`src/hdl/tsat_pkg.sv`:
```
`timescale 1ns / 1ps

package tsat_pkg;

	// Field widths of the request and result beats.
	localparam int FUNC_W     = 2;
	localparam int NODE_W     = 8;
	localparam int QUERY_W    = 8;
	localparam int SLOT_RES_W = 5;
	localparam int ADDR_RES_W = 8;

	// Default table geometry.
	localparam int DEF_SLOTS      = 16;
	localparam int DEF_ADDR_WIDTH = 8;

	// Request operation codes.
	localparam logic [FUNC_W-1:0] FUNC_ATTACH = 2'd0;
	localparam logic [FUNC_W-1:0] FUNC_READ   = 2'd1;
	localparam logic [FUNC_W-1:0] FUNC_CLEAR  = 2'd2;

	// Control strobes from the sequencer to the table storage.
	typedef struct packed {
		logic wr_en;
		logic clr;
	} tsat_tbl_ctrl_t;

	// Slot numbers count from one; the result field keeps only its low bits.
	function automatic logic [SLOT_RES_W-1:0] slot_num(input logic [7:0] idx);
		logic [8:0] sum;
		sum = {1'b0, idx} + 9'd1;
		return sum[SLOT_RES_W-1:0];
	endfunction

endpackage

```
`src/hdl/tsat_table.sv`:
```
`timescale 1ns / 1ps

module tsat_table import tsat_pkg::*; #(
	parameter int SLOTS      = DEF_SLOTS,
	parameter int ADDR_WIDTH = DEF_ADDR_WIDTH,
	localparam int IDXW      = (SLOTS > 1) ? $clog2(SLOTS) : 1
) (
	input  logic                  clk,
	input  logic                  arst_n,
	input  tsat_tbl_ctrl_t        ctrl,
	input  logic [IDXW-1:0]       wr_idx,
	input  logic [ADDR_WIDTH-1:0] wr_data,
	input  logic [IDXW-1:0]       rd_idx,
	output logic [ADDR_WIDTH-1:0] rd_data
);

	logic [ADDR_WIDTH-1:0] mem [SLOTS];
	logic [SLOTS-1:0]      vld_q;
	logic [ADDR_WIDTH-1:0] mem_rd_q;
	logic                  vld_rd_q;

	// Address storage, one write port and one registered read port.
	always_ff @(posedge clk) begin
		if (ctrl.wr_en) begin
			mem[wr_idx] <= wr_data;
		end
		mem_rd_q <= mem[rd_idx];
	end

	// Per-slot valid bits; a slot that is not valid reads as empty.
	always_ff @(posedge clk or negedge arst_n) begin
		if (!arst_n) begin
			vld_q    <= '0;
			vld_rd_q <= 1'b0;
		end else begin
			if (ctrl.clr) begin
				vld_q <= '0;
			end else if (ctrl.wr_en) begin
				vld_q[wr_idx] <= 1'b1;
			end
			vld_rd_q <= vld_q[rd_idx];
		end
	end

	assign rd_data = vld_rd_q ? mem_rd_q : '0;

endmodule

```
`src/hdl/tsat_seq.sv`:
```
`timescale 1ns / 1ps

module tsat_seq import tsat_pkg::*; #(
	parameter int SLOTS      = DEF_SLOTS,
	parameter int ADDR_WIDTH = DEF_ADDR_WIDTH,
	localparam int IDXW      = (SLOTS > 1) ? $clog2(SLOTS) : 1
) (
	input  logic                  clk,
	input  logic                  arst_n,
	input  logic                  start,
	input  logic [FUNC_W-1:0]     func,
	input  logic [ADDR_WIDTH-1:0] node_addr,
	input  logic [QUERY_W-1:0]    slot_query,
	output logic                  idle,
	output logic                  done,
	input  logic                  take,
	output logic [SLOT_RES_W-1:0] slot_res,
	output logic [ADDR_RES_W-1:0] addr_res,
	output tsat_tbl_ctrl_t        tbl_ctrl,
	output logic [IDXW-1:0]       rd_idx,
	input  logic [ADDR_WIDTH-1:0] rd_data,
	output logic [IDXW-1:0]       wr_idx,
	output logic [ADDR_WIDTH-1:0] wr_data
);

	localparam logic [IDXW-1:0] LAST_IDX = IDXW'(SLOTS - 1);

	localparam logic [2:0] ST_IDLE     = 3'd0;
	localparam logic [2:0] ST_SCAN     = 3'd1;
	localparam logic [2:0] ST_RD_ISSUE = 3'd2;
	localparam logic [2:0] ST_RD_DATA  = 3'd3;
	localparam logic [2:0] ST_CLR      = 3'd4;
	localparam logic [2:0] ST_DONE     = 3'd5;

	logic [2:0]            state_q;
	logic [ADDR_WIDTH-1:0] addr_q;
	logic [QUERY_W-1:0]    query_q;
	logic [IDXW-1:0]       issue_idx_q;
	logic                  issuing_q;
	logic [IDXW-1:0]       cmp_idx_s1;
	logic                  cmp_vld_s1;
	logic                  have_free_q;
	logic [IDXW-1:0]       free_idx_q;
	logic [SLOT_RES_W-1:0] slot_res_q;
	logic [ADDR_RES_W-1:0] addr_res_q;

	logic                  in_scan;
	logic                  hit;
	logic                  cur_empty;
	logic                  last;
	logic                  free_any;
	logic [IDXW-1:0]       free_sel;
	logic [QUERY_W-1:0]    query_m1;
	logic                  query_ok;

	// Shared compare unit: one stored entry against the request address per cycle.
	always_comb begin
		in_scan   = (state_q == ST_SCAN);
		hit       = cmp_vld_s1 && (rd_data == addr_q);
		cur_empty = cmp_vld_s1 && (rd_data == '0);
		last      = cmp_vld_s1 && (cmp_idx_s1 == LAST_IDX);
		free_any  = have_free_q || cur_empty;
		free_sel  = have_free_q ? free_idx_q : cmp_idx_s1;
		query_m1  = query_q - 8'd1;
		query_ok  = (slot_query != '0) && (32'(slot_query) <= SLOTS);
	end

	// Table port drive.
	assign rd_idx         = in_scan ? issue_idx_q : query_m1[IDXW-1:0];
	assign wr_idx         = free_sel;
	assign wr_data        = addr_q;
	assign tbl_ctrl.wr_en = in_scan && last && !hit && free_any;
	assign tbl_ctrl.clr   = (state_q == ST_CLR);

	// Request sequencer.
	always_ff @(posedge clk or negedge arst_n) begin
		if (!arst_n) begin
			state_q     <= ST_IDLE;
			addr_q      <= '0;
			query_q     <= '0;
			issue_idx_q <= '0;
			issuing_q   <= 1'b0;
			cmp_idx_s1  <= '0;
			cmp_vld_s1  <= 1'b0;
			have_free_q <= 1'b0;
			free_idx_q  <= '0;
			slot_res_q  <= '0;
			addr_res_q  <= '0;
		end else begin
			case (state_q)
				ST_IDLE: begin
					cmp_vld_s1 <= 1'b0;
					if (start) begin
						addr_q      <= node_addr;
						query_q     <= slot_query;
						slot_res_q  <= '0;
						addr_res_q  <= '0;
						issue_idx_q <= '0;
						issuing_q   <= 1'b0;
						have_free_q <= 1'b0;
						case (func)
							FUNC_ATTACH: begin
								issuing_q <= 1'b1;
								state_q   <= ST_SCAN;
							end
							FUNC_READ: begin
								state_q <= query_ok ? ST_RD_ISSUE : ST_DONE;
							end
							FUNC_CLEAR: begin
								state_q <= ST_CLR;
							end
							default: begin
								state_q <= ST_DONE;
							end
						endcase
					end
				end
				ST_SCAN: begin
					// Issue side: one table read per cycle.
					cmp_vld_s1 <= issuing_q;
					cmp_idx_s1 <= issue_idx_q;
					if (issuing_q) begin
						if (issue_idx_q == LAST_IDX) begin
							issuing_q <= 1'b0;
						end else begin
							issue_idx_q <= issue_idx_q + 1'b1;
						end
					end
					// Compare side: remember the first empty slot.
					if (cur_empty && !have_free_q) begin
						have_free_q <= 1'b1;
						free_idx_q  <= cmp_idx_s1;
					end
					if (hit) begin
						slot_res_q <= slot_num(8'(cmp_idx_s1));
						issuing_q  <= 1'b0;
						cmp_vld_s1 <= 1'b0;
						state_q    <= ST_DONE;
					end else if (last) begin
						slot_res_q <= free_any ? slot_num(8'(free_sel)) : '0;
						cmp_vld_s1 <= 1'b0;
						state_q    <= ST_DONE;
					end
				end
				ST_RD_ISSUE: begin
					state_q <= ST_RD_DATA;
				end
				ST_RD_DATA: begin
					addr_res_q <= ADDR_RES_W'(rd_data);
					state_q    <= ST_DONE;
				end
				ST_CLR: begin
					state_q <= ST_DONE;
				end
				ST_DONE: begin
					if (take) begin
						state_q <= ST_IDLE;
					end
				end
				default: begin
					state_q <= ST_IDLE;
				end
			endcase
		end
	end

	assign idle     = (state_q == ST_IDLE);
	assign done     = (state_q == ST_DONE);
	assign slot_res = slot_res_q;
	assign addr_res = addr_res_q;

endmodule

```
`src/hdl/tdma_slot_assign_table.sv`:
```
`timescale 1ns / 1ps

// TDMA slot assignment table.
// Requests arrive as beats on the in_valid/in_ready channel (func, node_addr,
// slot_query); each request gives exactly one result beat on the
// out_valid/out_ready channel (slot_result, addr_result).
// An attach scans the table through the single compare unit, one slot per
// cycle out of the registered read port, and stops at the first match. A read
// issues the table read and then captures the data; a clear drops every valid
// bit; an unused code goes straight to the result.
// The block handles one request at a time: in_ready is low from the accept
// until the result has moved into the output register.
// The output register lets the next request be accepted while a result still
// waits; if the receiver stalls, a second finished result is held inside the
// sequencer and no further request is accepted until out_ready returns.
// Reset clears the per-slot valid bits at once, so the table comes up empty
// with no clearing pass, and drops any pending result.

module tdma_slot_assign_table import tsat_pkg::*; #(
	parameter int SLOTS      = DEF_SLOTS,
	parameter int ADDR_WIDTH = DEF_ADDR_WIDTH
) (
	input  logic                  clk,
	input  logic                  arst_n,
	input  logic                  in_valid,
	output logic                  in_ready,
	input  logic [FUNC_W-1:0]     func,
	input  logic [NODE_W-1:0]     node_addr,
	input  logic [QUERY_W-1:0]    slot_query,
	output logic                  out_valid,
	input  logic                  out_ready,
	output logic [SLOT_RES_W-1:0] slot_result,
	output logic [ADDR_RES_W-1:0] addr_result
);

	localparam int IDXW = (SLOTS > 1) ? $clog2(SLOTS) : 1;

	tsat_tbl_ctrl_t        tbl_ctrl;
	logic [IDXW-1:0]       rd_idx;
	logic [IDXW-1:0]       wr_idx;
	logic [ADDR_WIDTH-1:0] rd_data;
	logic [ADDR_WIDTH-1:0] wr_data;
	logic                  seq_idle;
	logic                  seq_done;
	logic                  take;
	logic [SLOT_RES_W-1:0] seq_slot_res;
	logic [ADDR_RES_W-1:0] seq_addr_res;
	logic                  out_valid_q;
	logic [SLOT_RES_W-1:0] slot_result_q;
	logic [ADDR_RES_W-1:0] addr_result_q;

	tsat_table #(
		.SLOTS      (SLOTS),
		.ADDR_WIDTH (ADDR_WIDTH)
	) u_table (
		.clk     (clk),
		.arst_n  (arst_n),
		.ctrl    (tbl_ctrl),
		.wr_idx  (wr_idx),
		.wr_data (wr_data),
		.rd_idx  (rd_idx),
		.rd_data (rd_data)
	);

	tsat_seq #(
		.SLOTS      (SLOTS),
		.ADDR_WIDTH (ADDR_WIDTH)
	) u_seq (
		.clk        (clk),
		.arst_n     (arst_n),
		.start      (in_valid && in_ready),
		.func       (func),
		.node_addr  (node_addr[ADDR_WIDTH-1:0]),
		.slot_query (slot_query),
		.idle       (seq_idle),
		.done       (seq_done),
		.take       (take),
		.slot_res   (seq_slot_res),
		.addr_res   (seq_addr_res),
		.tbl_ctrl   (tbl_ctrl),
		.rd_idx     (rd_idx),
		.rd_data    (rd_data),
		.wr_idx     (wr_idx),
		.wr_data    (wr_data)
	);

	assign in_ready = seq_idle;

	// Output register: loads a finished result whenever it is empty or draining.
	assign take = seq_done && (!out_valid_q || out_ready);

	always_ff @(posedge clk or negedge arst_n) begin
		if (!arst_n) begin
			out_valid_q <= 1'b0;
		end else if (take) begin
			out_valid_q <= 1'b1;
		end else if (out_ready) begin
			out_valid_q <= 1'b0;
		end
	end

	always_ff @(posedge clk) begin
		if (take) begin
			slot_result_q <= seq_slot_res;
			addr_result_q <= seq_addr_res;
		end
	end

	assign out_valid   = out_valid_q;
	assign slot_result = slot_result_q;
	assign addr_result = addr_result_q;

	// The block takes no second request right after accepting one.
	assert property (@(posedge clk) disable iff (!arst_n)
		(in_valid && in_ready) |=> !in_ready)
		else $error("request accepted while a request was in progress");

	// A result carries a slot number or an address, never both.
	assert property (@(posedge clk) disable iff (!arst_n)
		out_valid |-> ((slot_result == '0) || (addr_result == '0)))
		else $error("result has both slot and address set");

	// Table writes and clears happen only while a request is being worked on.
	assert property (@(posedge clk) disable iff (!arst_n)
		(tbl_ctrl.wr_en || tbl_ctrl.clr) |-> !in_ready)
		else $error("table modified while idle");

	// A returned slot number never exceeds the table size.
	assert property (@(posedge clk) disable iff (!arst_n)
		out_valid |-> (32'(slot_result) <= SLOTS))
		else $error("slot number beyond table size");

endmodule
```
`config.mk`:
```
export PLATFORM = sky130hd
export DESIGN_NAME = tdma_slot_assign_table
export DESIGN_NICKNAME = d
export VERILOG_FILES = /design/src/hdl/tsat_pkg.sv /design/src/hdl/tsat_table.sv /design/src/hdl/tsat_seq.sv /design/src/hdl/tdma_slot_assign_table.sv
export SDC_FILE = /design/constraint.sdc
export NUM_CORES = 1
export LEC_CHECK = 0
export ABC_CLOCK_PERIOD_IN_PS = 5310
export BUFFER_PORTS_ARGS = -buffer_cell sky130_fd_sc_hd__clkbuf_2
export CAP_MARGIN = 0
export CORE_ASPECT_RATIO = 1.5
export CORE_UTILIZATION = 38
export CTS_CLUSTER_DIAMETER = 200
export CTS_CLUSTER_SIZE = 30
export DETAILED_ROUTE_END_ITERATION = 8
export PLACE_DENSITY_LB_ADDON = 0.25
export SYNTH_ARGS = -nofsm -noshare
export SYNTH_HDL_FRONTEND = slang
export SYNTH_SLANG_ARGS = --single-unit
```
`constraint.sdc`:
```
create_clock -name clk -period 5.31 [get_ports clk]
set_input_delay 0.2655 -clock clk [delete_from_list [all_inputs] [get_ports clk]]
set_output_delay 0.2655 -clock clk [all_outputs]
set_load 0.02 [all_outputs]
```
==> results of run 1 <==
-- cells in the mapped netlist, drive strengths merged, types with 2 or more instances --
cell type | count | area (sq um)
o22ai | 2 | 12.5
o21ai | 28 | 140
and2 | 2 | 12.5
edfxtp | 141 | 4230
nand4 | 6 | 37.5
dfrtp | 61 | 1530
nand2b | 9 | 56.3
buf | 12 | 82.6
inv | 12 | 45.0
xor2 | 6 | 52.6
or4 | 2 | 15.0
nor3b | 3 | 38.8
a31oi | 3 | 18.8
mux2i | 35 | 350
o211ai | 5 | 37.5
nor3 | 5 | 25.0
o211a | 2 | 20.0
mux4 | 36 | 811
o2bb2ai | 2 | 17.5
nand2 | 80 | 303
dfxtp | 8 | 160
nand4b | 2 | 17.5
nand3 | 9 | 45.0
clkbuf | 14 | 52.6
xnor2 | 6 | 52.6
o32ai | 2 | 17.5
a21oi | 5 | 25.0
mux2 | 6 | 67.6
nor4 | 4 | 25.0
nor2 | 27 | 101
ha | 7 | 87.6
a21o | 3 | 22.5
a22o | 9 | 78.8
o31ai | 2 | 15.0
a21boi | 3 | 22.5
-- stage by stage --
| step | hold WS (ps) | std cells |
|---|---|---|
| after global routing | 6.57 | 882 |
| final | 6.23 | 882 |
| after CTS | 2.76 | 881 |
| after floorplan | -30.1 | 567 |
| after detailed placement | 444 | 861 |
| after global placement | 440 | 861 |
-- sequential cells by signal, summed over array words and instances (netlist names) --
name and cells:
u_table.vld_rd_q 1, u_table.mem_rd_q 8, u_seq.addr_res 8, u_seq.wr_data 8, u_seq.issuing_q 1, u_seq.cmp_idx_s1 4
addr_result 8, u_table.vld_q 16, u_seq.issue_idx_q 4, slot_result 5, u_seq.cmp_vld_s1 1, u_table.mem 128
u_seq.free_idx_q 4, u_seq.slot_res 5, u_seq.state_q 3, u_seq.query_q 4, out_valid 1, u_seq.have_free_q 1
-- layout by cell type, fill, tap and decap left out, drive strengths merged, types with 8 or more instances in the layout --
cell    count
edfxtp    141
nand2      80
dfrtp      61
clkbuf     52
mux4       36
mux2i      35
o21ai      28
nor2       27
inv        12
nand3       9
nand2b      9
a22o        9
buf         8
dfxtp       8
-- kinds of logic (layout without fill, tap and decap cells) --
logic type | count (synthesis) | after routing
simple gates | 153 | 153
flops | 210 | 210
compound gates | 70 | 70
mux | 77 | 77
buf+inv | 38 | 77
fa+ha+maj | 7 | 7
xor+xnor | 12 | 12
-- where the power goes --
part / total, mW / switching (mW) / internal (mW) / leakage [nW]
clock: 0.861 / 0.473 / 0.388 / 0.141
combinational: 2.07 / 1.16 / 0.904 / 1.26
sequential: 2.41 / 0.334 / 2.08 / 2.16
-- area by class of cell --
type	count	share of cell area, %
inverter	12	0.473
multi-input combinational	319	27.5
clock buffer	16	3.09
timing repair buffer	49	3.05
tap	276	3.63
sequential	210	62.2
-- routing by layer --
layer	wire length, um	part of all wire (%)
met1	7260	38
met2	10700	56
met3	521	2.7
met4	756	3.9
met5	0	0
-- worst min-delay path: stages --
cell      delay [ps]
clkbuf_2          80
nand2_1           50
nand2_1           50
-- worst paths after layout --
kind	cells after the start	endpoint
max reg2reg	6	u_table.mem_rd_q[7]$_DFF_P_
min	3	u_seq.wr_data[4]$_DFFE_PN0P_
min in group asynchronous	3	u_seq.issue_idx_q[0]$_DFFE_PN0P_
max	6	u_table.mem_rd_q[7]$_DFF_P_
max in group asynchronous	3	u_seq.addr_res[4]$_DFFE_PN0P_
min reg2reg	0	addr_result[0]$_DFFE_PP_
-- timing repair --
action	4_1_cts	5_1_grt
endpoints found under the hold margin	64	1
hold buffers	4	1
setup endpoints to repair	0	0
==> run summary, run 1 <==
Worst Hold Launch: node_addr[4]
DPL Wire Length: 13400 um
Register bit total from synthesis: 210
Met1 Use GR: 18.9%
Data required, critical path: 5630 ps
Inserted Diodes: 0
WL final: 19200 um
Netlist cell types: 51
Setup ws final: 1760 ps
Cells along the critical path: nor3b_4, mux2i_4, buf_4, mux4_2, mux2i_1, mux2i_1
Die width: 125 um
Routed vias: 4779
FF/Latch Area: 5920 sq um
Initial Util: 38.8%
Cts repair resizes: 0
DRC Markers: 0
Gr ovfl total: 0
Number of setup violations in the final report: 0
CTS tree: yes
Mux contribution to synthesized area: 14.1%
Status: finished clean
IO Port Bufs: 36
Met2 usage: 32.0%
Routed wire per std cell: 21.8 um
Simple-Gate Fraction of Synth Area: 8.09%
Vias per cell: 5.42
GRT met3 Usage: 1.60%
Max Root-Sink Buffers: 3
Cell Pwr Density: 561 nW/um^2
Clock latency on the worst-skew pair: 460 ps
Synth Area in Adders: 1.01%
Drt pass-1 iters: 4
CP peak stage delay: 770 ps
Area Growth Syn to Fin: 9.50%
Crit-path slowest cell: nor3b_4
Total track usage: 16.9%
Sequential fraction of the synthesis area: 68.1%
Design Area, Final: 9520 sq um
Inserted Clock Buffers: 10
Compound-Gate Fraction of Synth Area: 5.34%
Post-CTS setup buffers: 0
Slew Limit Headroom: 27.9%
Worst-path fanout max: 24
Total power: 5.34 mW
Max frequency: 282 MHz
Critical path class: register to register
Synthesized cell area: 8690 sq um
Max_cap viols: 0
H-tree depth: 1
Largest net degree at the start of global routing: 62
DRC marker count from the first detailed-route iteration: 333
Most frequent cell on the critical path: mux2i_1
Rows: 67
Worst path top cell family by delay: multiplexers
Crit path DAT: 3860 ps
Most used routing layer: met2
Final Max Slew Viols: 0
Synth Area in XOR/XNOR: 1.21%
Yosys warnings: 0
Clock sink count: 210
Final hold viol count: 0
Detail Route Antenna Nets: 0
Share of cells above drive strength 1: 17.5%
Number of global-route vias before repair: 5034
Dpl cell area: 9170 sq um
Period utilisation layout: 66.8%
Worst R2R Setup Slack: 1760 ps
Slew of the pin with the lowest slew margin: 1080 ps
Worst R2R Start: u_seq.state_q[0]$_DFFE_PN0P_
WP buf/inv: 1
Root Driver: clkbuf_16
Syn avg cell area: 15.3 sq um
Nets: 631
Final Skew: 11.6 ps
Gpl congestion: 0.830
# IOs: 37
P_leak: 3.56 nW
Post-Syn Instances: 567
Initial antenna violation count: 0
Filler instances: 1949
Max VDD drop: 0.000485 V
Largest family of logic cells by synthesized area: multiplexers
RSZ-0062 raised after global routing: no
Syn_nets: 596
Layout Utilization: 42.5%
Die ar.: 23500 sq um
CTS clk-pin slew, worst paths: 110 ps
Synth async-reset ratio: 29.0%
Worst Setup Start Kind: register
Die height: 187 um
CP Launch Point: u_seq.state_q[0]$_DFFE_PN0P_
Core area: 22400 sq um
Place WS: 1740 ps
Multi-input logic area: 2620 sq um
Post-synth EDFFs: 141
Top FF cell, synth: edfxtp_1
First-pass GRT wire length: 29500 um
Crit. End Element: register
Hold Path Class: primary input to register
Min Tclk post-route: 3550 ps
Final TNS setup: 0 ps
(Power assumes the default switching activity.)
==> inputs of run 2 (changes only) <==
--- a/config.mk
+++ b/config.mk
@@ -5,7 +5,7 @@
 export SDC_FILE = /design/constraint.sdc
 export NUM_CORES = 1
 export LEC_CHECK = 0
-export ABC_CLOCK_PERIOD_IN_PS = 5310
+export ABC_CLOCK_PERIOD_IN_PS = 3050
 export BUFFER_PORTS_ARGS = -buffer_cell sky130_fd_sc_hd__clkbuf_2
 export CAP_MARGIN = 0
 export CORE_ASPECT_RATIO = 1.5
==> constraint.sdc (replaced) <==
create_clock -name clk -period 3.05 [get_ports clk]
set_input_delay 0.1525 -clock clk [delete_from_list [all_inputs] [get_ports clk]]
set_output_delay 0.1525 -clock clk [all_outputs]
set_load 0.02 [all_outputs]
==> run 2 against run 1 <==
Net effect:
- combinational power grew 98%
- cell area grew 2.9%
- via count grew 3.6%
- largest cell class unchanged
- critical path type unchanged
- non-clock buffer count grew 31
- worst setup slack lost 1500 ps
- routed wire length grew 4.0%
- sequential share of layout area shrank 1.7 points
- hold slack lost 2.6 ps
- flip-flop and latch count is the same
==> run summary, run 2 (synthesized netlist as in run 1, its figures left out) <==
Final Max Slew Viols: 0 (unchanged)
# IOs: 37 (unchanged)
Rows: 67 (unchanged)
CP Launch Point: u_seq.wr_data[0]$_DFFE_PN0P_ (was u_seq.state_q[0]$_DFFE_PN0P_)
DPL Wire Length: 14300 um (was 13400 um)
Drt pass-1 iters: 5 (was 4)
Largest net degree at the start of global routing: 37 (was 62)
Cells along the critical path: nor4_1, a31oi_1, nor4_1, nand3_1, nand3_1, nor2_1 (was nor3b_4, mux2i_4, buf_4, mux4_2, mux2i_1, mux2i_1)
Clock sink count: 210 (unchanged)
Slew Limit Headroom: 32.6% (was 27.9%)
Worst Setup Start Kind: register (unchanged)
Final hold viol count: 0 (unchanged)
Biggest register: u_table.mem (unchanged)
WP buf/inv: 0 (was 1)
Levels on crit path: 6 (unchanged)
Nets: 662 (was 631)
Crit path DAT: 2840 ps (was 3860 ps)
Commonest cells after routing, fill and taps aside: edfxtp_1, nand2_1, dfrtp_1 (unchanged)
Worst R2R Setup Slack: 300 ps (was 1760 ps)
Slew of the pin with the lowest slew margin: 1010 ps (was 1080 ps)
Clock latency on the worst-skew pair: 470 ps (was 460 ps)
Initial antenna violation count: 0 (unchanged)
Min Tclk post-route: 2750 ps (was 3550 ps)
First-pass GRT wire length: 31100 um (was 29500 um)
Commonest non-fill, non-tap cell in the layout: edfxtp_1 (unchanged)
Crit-path slowest cell: nor2_1 (was nor3b_4)
Die width: 125 um (unchanged)
H-tree depth: 1 (unchanged)
Final TNS setup: 0 ps (unchanged)
Final Skew: 17.5 ps (was 11.6 ps)
Number of global-route vias before repair: 5335 (was 5034)
Root Driver: clkbuf_16 (unchanged)
Period utilisation layout: 90.3% (was 66.8%)
Vias per cell: 5.42 (about the same)
RSZ-0062 raised after global routing: no (unchanged)
Regs by FF count: u_table.mem: 128 flops, u_table.vld_q: 16 flops (unchanged)
Max frequency: 363 MHz (was 282 MHz)
Max Root-Sink Buffers: 3 (unchanged)
Setup crit end: u_table.mem[1][0]$_DFFE_PP_ (was u_table.mem_rd_q[7]$_DFF_P_)
Number of setup violations in the final report: 0 (unchanged)
Data required, critical path: 3140 ps (was 5630 ps)
Routed vias: 4951 (was 4779)
Max reg flops: 128 (unchanged)
P_leak: 3.72 nW (was 3.56 nW)
DRC marker count from the first detailed-route iteration: 312 (was 333)
CP peak stage delay: 850 ps (was 770 ps)
Status: finished clean (unchanged)
Inserted Clock Buffers: 10 (unchanged)
Worst R2R End: u_table.mem[1][0]$_DFFE_PP_ (was u_table.mem_rd_q[7]$_DFF_P_)
Cts repair resizes: 0 (unchanged)
Core area: 22400 sq um (unchanged)
Inserted Diodes: 0 (unchanged)
Layout Utilization: 43.7% (was 42.5%)
Gr ovfl total: 0 (unchanged)
Hold Worst Slack: 3.66 ps (was 6.23 ps)
Crit. End Element: register (unchanged)
Share of cells above drive strength 1: 20.1% (was 17.5%)
Worst R2R Start: u_seq.wr_data[0]$_DFFE_PN0P_ (was u_seq.state_q[0]$_DFFE_PN0P_)
Area Growth Syn to Fin: 12.7% (was 9.50%)
Initial Util: 38.8% (unchanged)
Max_cap viols: 0 (unchanged)
R2R depth: 6 (unchanged)
DRC Markers: 0 (unchanged)
Critical path class: register to register (unchanged)
WL final: 20000 um (was 19200 um)
Gpl congestion: 0.837 (was 0.830)
Worst path top cell family by delay: simple AND/OR/NAND/NOR gates (was multiplexers)
Routed wire per std cell: 21.9 um (was 21.8 um)
Die height: 187 um (unchanged)
Hold Path Class: primary input to register (unchanged)
Total power: 9.61 mW (was 5.34 mW)
CTS clk-pin slew, worst paths: 110 ps (about the same)
Die ar.: 23500 sq um (unchanged)
Cell Pwr Density: 981 nW/um^2 (was 561 nW/um^2)
CTS tree: yes (unchanged)
IO Port Bufs: 36 (unchanged)
Detail Route Antenna Nets: 0 (unchanged)
Total track usage: 17.6% (was 16.9%)
Worst-path fanout max: 12 (was 24)
Max VDD drop: 0.000821 V (was 0.000485 V)
==> run 2: cell types whose count changed in the layout (fill, tap and decap cells not counted) <==
cell	previous run	this run
buf_12	0	2
buf_4	8	29
a21boi_2	1	0
dlygate4sd3_1	5	13
a21boi_1	0	1
==> run 2: where the power goes <==
group          internal [mW]  switching, mW
clock network          0.676          0.847
logic                   1.77           2.32
registers               3.61          0.383
==> run 2: timing repair <==
action                    4_1_cts  5_1_grt
hold buffers                   13        0
setup buffers                   0        0
hold endpoints to repair       40        0
==> run 2: tightest hold or removal path, stage by stage <==
cell and delay (ps):
clkbuf_2 70, nand2b_1 150, nand2_1 70
==> run 2: worst min path at each step <==
stage / startpoint / endpoint / cells past startpoint
after floorplan: arst_n / out_valid$_DFFE_PN0P_ / 0
final: out_ready / out_valid$_DFFE_PN0P_ / 3
after CTS: out_ready / out_valid$_DFFE_PN0P_ / 3
after global placement: arst_n / u_seq.issue_idx_q[3]$_DFFE_PN0P_ / 1
after global routing: out_ready / out_valid$_DFFE_PN0P_ / 3
after detailed placement: arst_n / u_seq.query_q[0]$_DFFE_PN0P_ / 1
==> run 2: stage by stage <==
step	instances	area [sq um]	setup WS, ps
floorplan	567	8690	680
global placement	884	9370	315
detailed placement	884	9370	236
CTS	913	9790	214
global route	913	9790	90.4
finish	913	9790	295
==> run 2: per-layer routing <==
layer	up-vias	global-route usage, %	share of wire (%)
li1	2255	-	-
met5	-	0	0
met1	2537	19.8	36
met2	126	34.1	58
met4	0	6.80	3.1
met3	33	1.40	3.0
==> run 2: final cells by class <==
class | count | area, sq um
Clock buffer | 16 | 294
Fill cell | 1960 | 12600
Inverter | 12 | 45.0
Multi-Input combinational cell | 319 | 2620
Sequential cell | 210 | 5920
Tap cell | 276 | 345
Timing Repair Buffer | 80 | 568
